**src/sv/frt_pkg.sv**
```systemverilog
package frt_pkg;

    localparam int ID_SLOTS   = 8;
    localparam int FRAG_SLOTS = 64;
    localparam int SLOT_W     = 3;
    localparam int IDX_W      = 6;
    localparam int MEM_DEPTH  = ID_SLOTS * FRAG_SLOTS;
    localparam int MEM_AW     = SLOT_W + IDX_W;

    localparam logic [3:0] ST_STORED     = 4'd0;
    localparam logic [3:0] ST_SEGMENT    = 4'd1;
    localparam logic [3:0] ST_DUPLICATE  = 4'd2;
    localparam logic [3:0] ST_MISMATCH   = 4'd3;
    localparam logic [3:0] ST_RANGE      = 4'd4;
    localparam logic [3:0] ST_NO_SLOT    = 4'd5;
    localparam logic [3:0] ST_EMPTY      = 4'd6;
    localparam logic [3:0] ST_UNFRAG     = 4'd7;
    localparam logic [3:0] ST_GAP        = 4'd8;

    // Commands from the controller to the datapath.
    typedef struct packed {
        logic capture;   // register the incoming word
        logic decide;    // evaluate the captured word and update the slot table
        logic seg_load;  // start a completion burst
        logic seg_step;  // emit one segment and read the next length
    } t_cmd;

    // Status from the datapath to the controller.
    typedef struct packed {
        logic burst;     // the decision calls for a burst of segments
        logic seg_last;  // the segment being emitted is the final one
    } t_sts;

endpackage

```
**src/sv/frt_ctrl.sv**
```systemverilog
module frt_ctrl (
    input  logic          i_clk,
    input  logic          i_rst_n,
    input  logic          start,
    output logic          busy,
    input  frt_pkg::t_sts i_sts,
    output frt_pkg::t_cmd o_cmd
);

    typedef enum logic [1:0] {S_IDLE, S_DECIDE, S_LOAD, S_BURST} t_state;

    t_state r_state;
    t_state n_state;

    always_comb begin
        n_state = r_state;
        o_cmd   = '0;
        unique case (r_state)
            S_IDLE: begin
                if (start) begin
                    o_cmd.capture = 1'b1;
                    n_state       = S_DECIDE;
                end
            end
            S_DECIDE: begin
                o_cmd.decide = 1'b1;
                n_state      = S_LOAD;
            end
            S_LOAD: begin
                if (i_sts.burst) begin
                    o_cmd.seg_load = 1'b1;
                    n_state        = S_BURST;
                end else begin
                    n_state = S_IDLE;
                end
            end
            S_BURST: begin
                o_cmd.seg_step = 1'b1;
                if (i_sts.seg_last) begin
                    n_state = S_IDLE;
                end
            end
            default: n_state = S_IDLE;
        endcase
    end

    always_ff @(posedge i_clk) begin
        if (!i_rst_n) begin
            r_state <= S_IDLE;
        end else begin
            r_state <= n_state;
        end
    end

    assign busy = (r_state != S_IDLE);

    a_burst_from_load: assert property (@(posedge i_clk) disable iff (!i_rst_n)
        o_cmd.seg_load |=> r_state == S_BURST)
        else $error("burst not entered after load");
    a_capture_idle: assert property (@(posedge i_clk) disable iff (!i_rst_n)
        o_cmd.capture |-> !busy)
        else $error("capture while busy");
    a_decide_follows: assert property (@(posedge i_clk) disable iff (!i_rst_n)
        o_cmd.capture |=> o_cmd.decide)
        else $error("decide did not follow capture");

endmodule

```
**config.mk**
```make
export PLATFORM = sky130hd
export DESIGN_NAME = frt_ctrl
export DESIGN_NICKNAME = d
export VERILOG_FILES = /design/src/sv/frt_pkg.sv /design/src/sv/frt_ctrl.sv
export SDC_FILE = /design/constraint.sdc
export NUM_CORES = 1
export LEC_CHECK = 0
export CORE_AREA = 5 5 42 44
export DETAILED_ROUTE_END_ITERATION = 12
export DIE_AREA = 0 0 47 49
export DONT_BUFFER_PORTS = 1
export GPL_TIMING_DRIVEN = 0
export MAX_ROUTING_LAYER = met4
export PLACE_DENSITY = 0.34
export REMOVE_ABC_BUFFERS = 1
export SYNTH_ARGS = -nofsm -noshare
export SYNTH_HDL_FRONTEND = slang
export SYNTH_SLANG_ARGS = --single-unit
```
**constraint.sdc**
```tcl
create_clock -name i_clk -period 1.3 [get_ports i_clk]
set_input_delay 0.39 -clock i_clk [delete_from_list [all_inputs] [get_ports i_clk]]
set_output_delay 0.39 -clock i_clk [all_outputs]
set_load 0.005 [all_outputs]
```
== Word level (Yosys, flattened, before mapping) ==
Cells that the tools add are included.

* ROM bits: 0
* Bits in writable memories: 0
* Flip-flop bits (word level): 2
* Input port bits: 5
* Output and inout port bits: 5
* Bits in latches: 0
* Logic and storage cells: 19
* Memories: 0

* $add $sub $neg: 0
* Shift-type cells: 0
* Multipliers: 0
* Divide/modulo/power cells: 0
* Eq/ne operators: 5
* Magnitude comparators: 0
* Reduce and logical (&&, ||, !) cells: 3
* Bitwise operators: 0
* Mux-type cells: 10

{| class="wikitable"
|+ Operators with widths
! cell !! number
|-
| $pmux W2 S4 || 1
|-
| $mux W1 || 6
|-
| $mux W2 || 3
|-
| $eq A2 B2 Y1 const B || 2
|-
| $ne A2 B2 Y1 const B || 2
|-
| $eq A2 B1 Y1 const B || 1
|-
| $logic_not A2 Y1 || 1
|-
| $reduce_and A2 Y1 || 1
|-
| $reduce_bool A2 Y1 || 1
|}

== Depth between registers and ports, before layout ==
* Word-level depth: 3
* Depth in mapped cells: 3
* Mapped depth without buffers: 3

== Worst setup path after synthesis ==
Ideal clock, no wire load.

* Path kind: reg2out
* Start point: reg r_state[1]
* End point: out o_cmd[3] (netlist bit)
* Cell stages (with the launch flop): 3
* Data required time: 910 ps
* Buffers on the path: 0
* Slack: 242 ps
* Data arrival time: 668 ps
* Cell sequence: dfxtp_1 -> or2_4 -> nor2_4

{| class="wikitable"
|+ RTL lines
! item !! line !! text
|-
| start, declared || frt_ctrl.sv:12 || <nowiki>t_state r_state;</nowiki>
|-
| start signal, assigned || frt_ctrl.sv:51 || <nowiki>r_state <= n_state;</nowiki>
|-
| end, declared || frt_ctrl.sv:7 || <nowiki>output frt_pkg::t_cmd o_cmd</nowiki>
|}

==> reports/qor.log <==
qor: routing.via_count 116
qor: clock_network.clock_tree_from_tritoncts built
qor: logic_synthesis.syn-mean-instance-area 8.84 µm²
qor: hold_path.worst_hold_path_type input port to register
qor: timing.grt_setup_unrepaired true
qor: global_route.grt_use_total 0.0382
qor: worst_setup_path.critical_path.top_delay_family simple AND/OR/NAND/NOR gates
qor: clock_network.cts.sink_count 2
qor: worst_setup_path.crit_slowest_cell dfxtp_2
qor: final_layout.registers.top_by_ff_count r_state
qor: floorplan.initial_core_utilization 0.0946
qor: power.sw_share 0.236
qor: logic_synthesis.yosysSeqAreaShare 0.302
qor: final_layout.diodes_inserted 0
qor: final_layout.largest_register_ffs 2
qor: flow_run.drv.max_cap_violation_count 0
qor: routing.wirelength 334 µm
qor: global_route.number_of_antenna_violations_at_the_first_check_in_global_routing 0
qor: worst_setup_path.crit_path_max_fanout 7
qor: timing.postLayoutSetupSlackWorst -0.0142 ns
qor: timing.share_of_the_cycle_needed_by_the_critical_path_after_routing 1.01
qor: place.gp_congestion 0.582
qor: timing.finalSetupViolCount 1
qor: timing.timing_worst_slew_pin_value 0.180 ns
qor: clock_network.cts-root-to-sink-buffers 2
qor: power.net-switching-power 57.6 µW
qor: place.placement.io_buffers 0
qor: worst_setup_path.path_cells or2_4, nor2_4
qor: final_layout.layout.nets 25
qor: worst_setup_path.cp-start-kind register
qor: routing.drt_first_pass_iters 1
qor: timing.finClkSkew 0.00116 ns
qor: clock_network.cts-htree-levels 1
qor: global_route.grt_max_degree 8
qor: place.dpl.cell_count 31
qor: final_layout.multiInputGateArea 88.8 µm²
qor: logic_synthesis.instance_count_of_the_mapped_netlist 15
qor: floorplan.floorplan.core_area 1400 µm²
qor: floorplan.fp-row-count 14
qor: floorplan.dieArea 2300 µm²
qor: floorplan.floorplan.die.height 49 µm
qor: clock_network.cts.clk_slew.worst_paths 0.03 ns
qor: floorplan.io_pins 10
qor: worst_setup_path.critPathArrivalTime 0.92 ns
qor: routing.drt.antenna.violating_nets 0
qor: final_layout.final_core_util 0.126
qor: timing.maxClockFrequency 761 MHz
qor: global_route.overflow 0
qor: power.p_seq_frac 0.299
qor: power.combPwrFrac 0.135
qor: run_status.status finished, violations left
qor: clock_network.worst_skew_pair.late_latency 0.22 ns
qor: global_route.wire_length_of_the_first_global_routing_pass 510 µm
qor: routing.drt_drc_violations_left 0
qor: timing.finalWorstPathRequiredPeriod 1.31 ns
qor: clock_network.cts-root-buf clkbuf_4
qor: floorplan.chipWidth 47 µm
qor: timing.timing_hold_violations_final 0
qor: routing.viasPerCell 3.41
qor: global_route.first_global_vias 122
qor: logic_synthesis.yosys_warnings 0
qor: power.total_leakage_power 0.0000696 µW
qor: clock_network.numCtsBuffers 3
qor: final_layout.proportion_of_layout_cells_with_a_drive_suffix_above_1 0.444
qor: final_layout.biggest_regs r_state (2)
qor: final_layout.num-fill-cells 168
qor: power.internal_power 186 µW
qor: final_layout.areaGrowthSynthToFinish 33.0%
qor: logic_synthesis.ys_seq_elements 2
qor: worst_setup_path.setup.worst_path.end_class output pin
qor: routing.post_drt_wl_per_cell 9.82 µm
qor: place.place_hpwl 265 µm
qor: worst_setup_path.path_class register to output pin
qor: logic_synthesis.post_synth_num_cell_types 12
qor: power.vdd_ir_drop_max 0.397 mV
qor: routing.drt_iter0_drc 0
qor: run_status.violations negative setup slack
qor: final_layout.final_cells 34
qor: logic_synthesis.syn-cell-area 133 µm²
qor: power.power-per-cell-area 1380 nW/µm²
qor: place.dpl-instance-area 153 µm²
qor: timing.maxSlewViolCount 0
qor: timing.hold_ws 0.283 ns
qor: worst_setup_path.worst-path-buf-inv 0
qor: worst_setup_path.worst_path_largest_cell_delay 0.33 ns
qor: worst_setup_path.worst-endpoint-required 0.91 ns
qor: final_layout.total_area_of_sequential_cells 41.3 µm²
qor: timing.max_slew_margin 0.880
qor: power.clock_power_share 0.566
qor: final_layout.layout.cell_area.non_filler 176 µm²
[worst paths after layout]
path / endpoint / cells after the start / startpoint / slack (ns)
worst max register to register: r_state[0] / 3 / r_state[0] / 0.42
worst min register to register: r_state[1] / 2 / r_state[0] / 0.57
worst max-delay path: o_cmd[3] / 2 / r_state[0] / -0.01
worst min-delay path: r_state[0] / 1 / i_rst_n / 0.28
[cell usage in the layout (no fill, tap or decap), drive strengths merged]
cell type  synthesis  layout
dfxtp              2       2
and2               1       1
clkbuf             0       3
nand2b             2       2
nor2               1       1
or2                1       1
o21a               1       1
nor2b              2       2
inv                1       1
and3b              1       1
a21oi              1       1
nand2              1       1
a21boi             1       1
[power groups by stage]
stage,sequential [µW],combinational [µW],clock (µW)
floorplan,71.9,29.2,0
global placement,73.1,33.2,0
detailed placement,73.6,33.5,0
CTS,73.3,33.8,147
global route,73.9,37.2,156
finish,73.0,33.0,138
[layer usage]
metal / up-vias / track usage / routed length [µm]
li1: 56 / - / -
met2: 7 / 0.0407 / 143
met5: - / - / 0
met3: 2 / 0.0295 / 28
met4: 0 / 0.0691 / 8
met1: 51 / 0.0262 / 153
[cells in the mapped netlist]
library cell	count	area [µm²]
dfxtp_1	2	40.0
nand2b_1	2	12.5
o21a_1	1	7.51
and2_2	1	7.51
a21boi_2	1	11.3
and3b_1	1	8.76
or2_4	1	8.76
nor2_4	1	11.3
a21oi_1	1	5.00
nor2b_1	2	12.5
inv_1	1	3.75
nand2_1	1	3.75
[through the flow]
stage	TNS, ns	power (µW)	setup WS [ns]
2_1_floorplan	0	101	0.242
3_3_place_gp	0	106	0.203
3_5_place_dp	0	107	0.201
4_1_cts	-0.0296	254	-0.0296
5_1_grt	-0.0607	267	-0.0607
6_report	-0.0142	244	-0.0142
[layout make-up]
class / instances / share of cell area
flip-flops and latches: 2 / 0.234
inverters: 1 / 0.0213
multi-input cells: 12 / 0.504
well taps: 16 / 0.113
clock buffers: 3 / 0.128
[timing repair]
action | 4_1_cts | 5_1_grt
setup endpoints to repair | 1 | 1
setup buffers | 0 | 0
resized for setup | 1 | 0
hold buffers | 0 | 0
pin swaps | 1 | 0
cloned | 0 | 0
hold endpoints to repair | 0 | 0
[cell families after synthesis]
| kind of cell | after synthesis | synth area share |
|---|---|---|
| AOI/OAI and AO/OA | 3 | 0.179 |
| and+or+nand+nor | 9 | 0.491 |
| buffers and inverters | 1 | 0.0283 |
| DFF | 2 | 0.302 |
(Power assumes the default switching activity.)
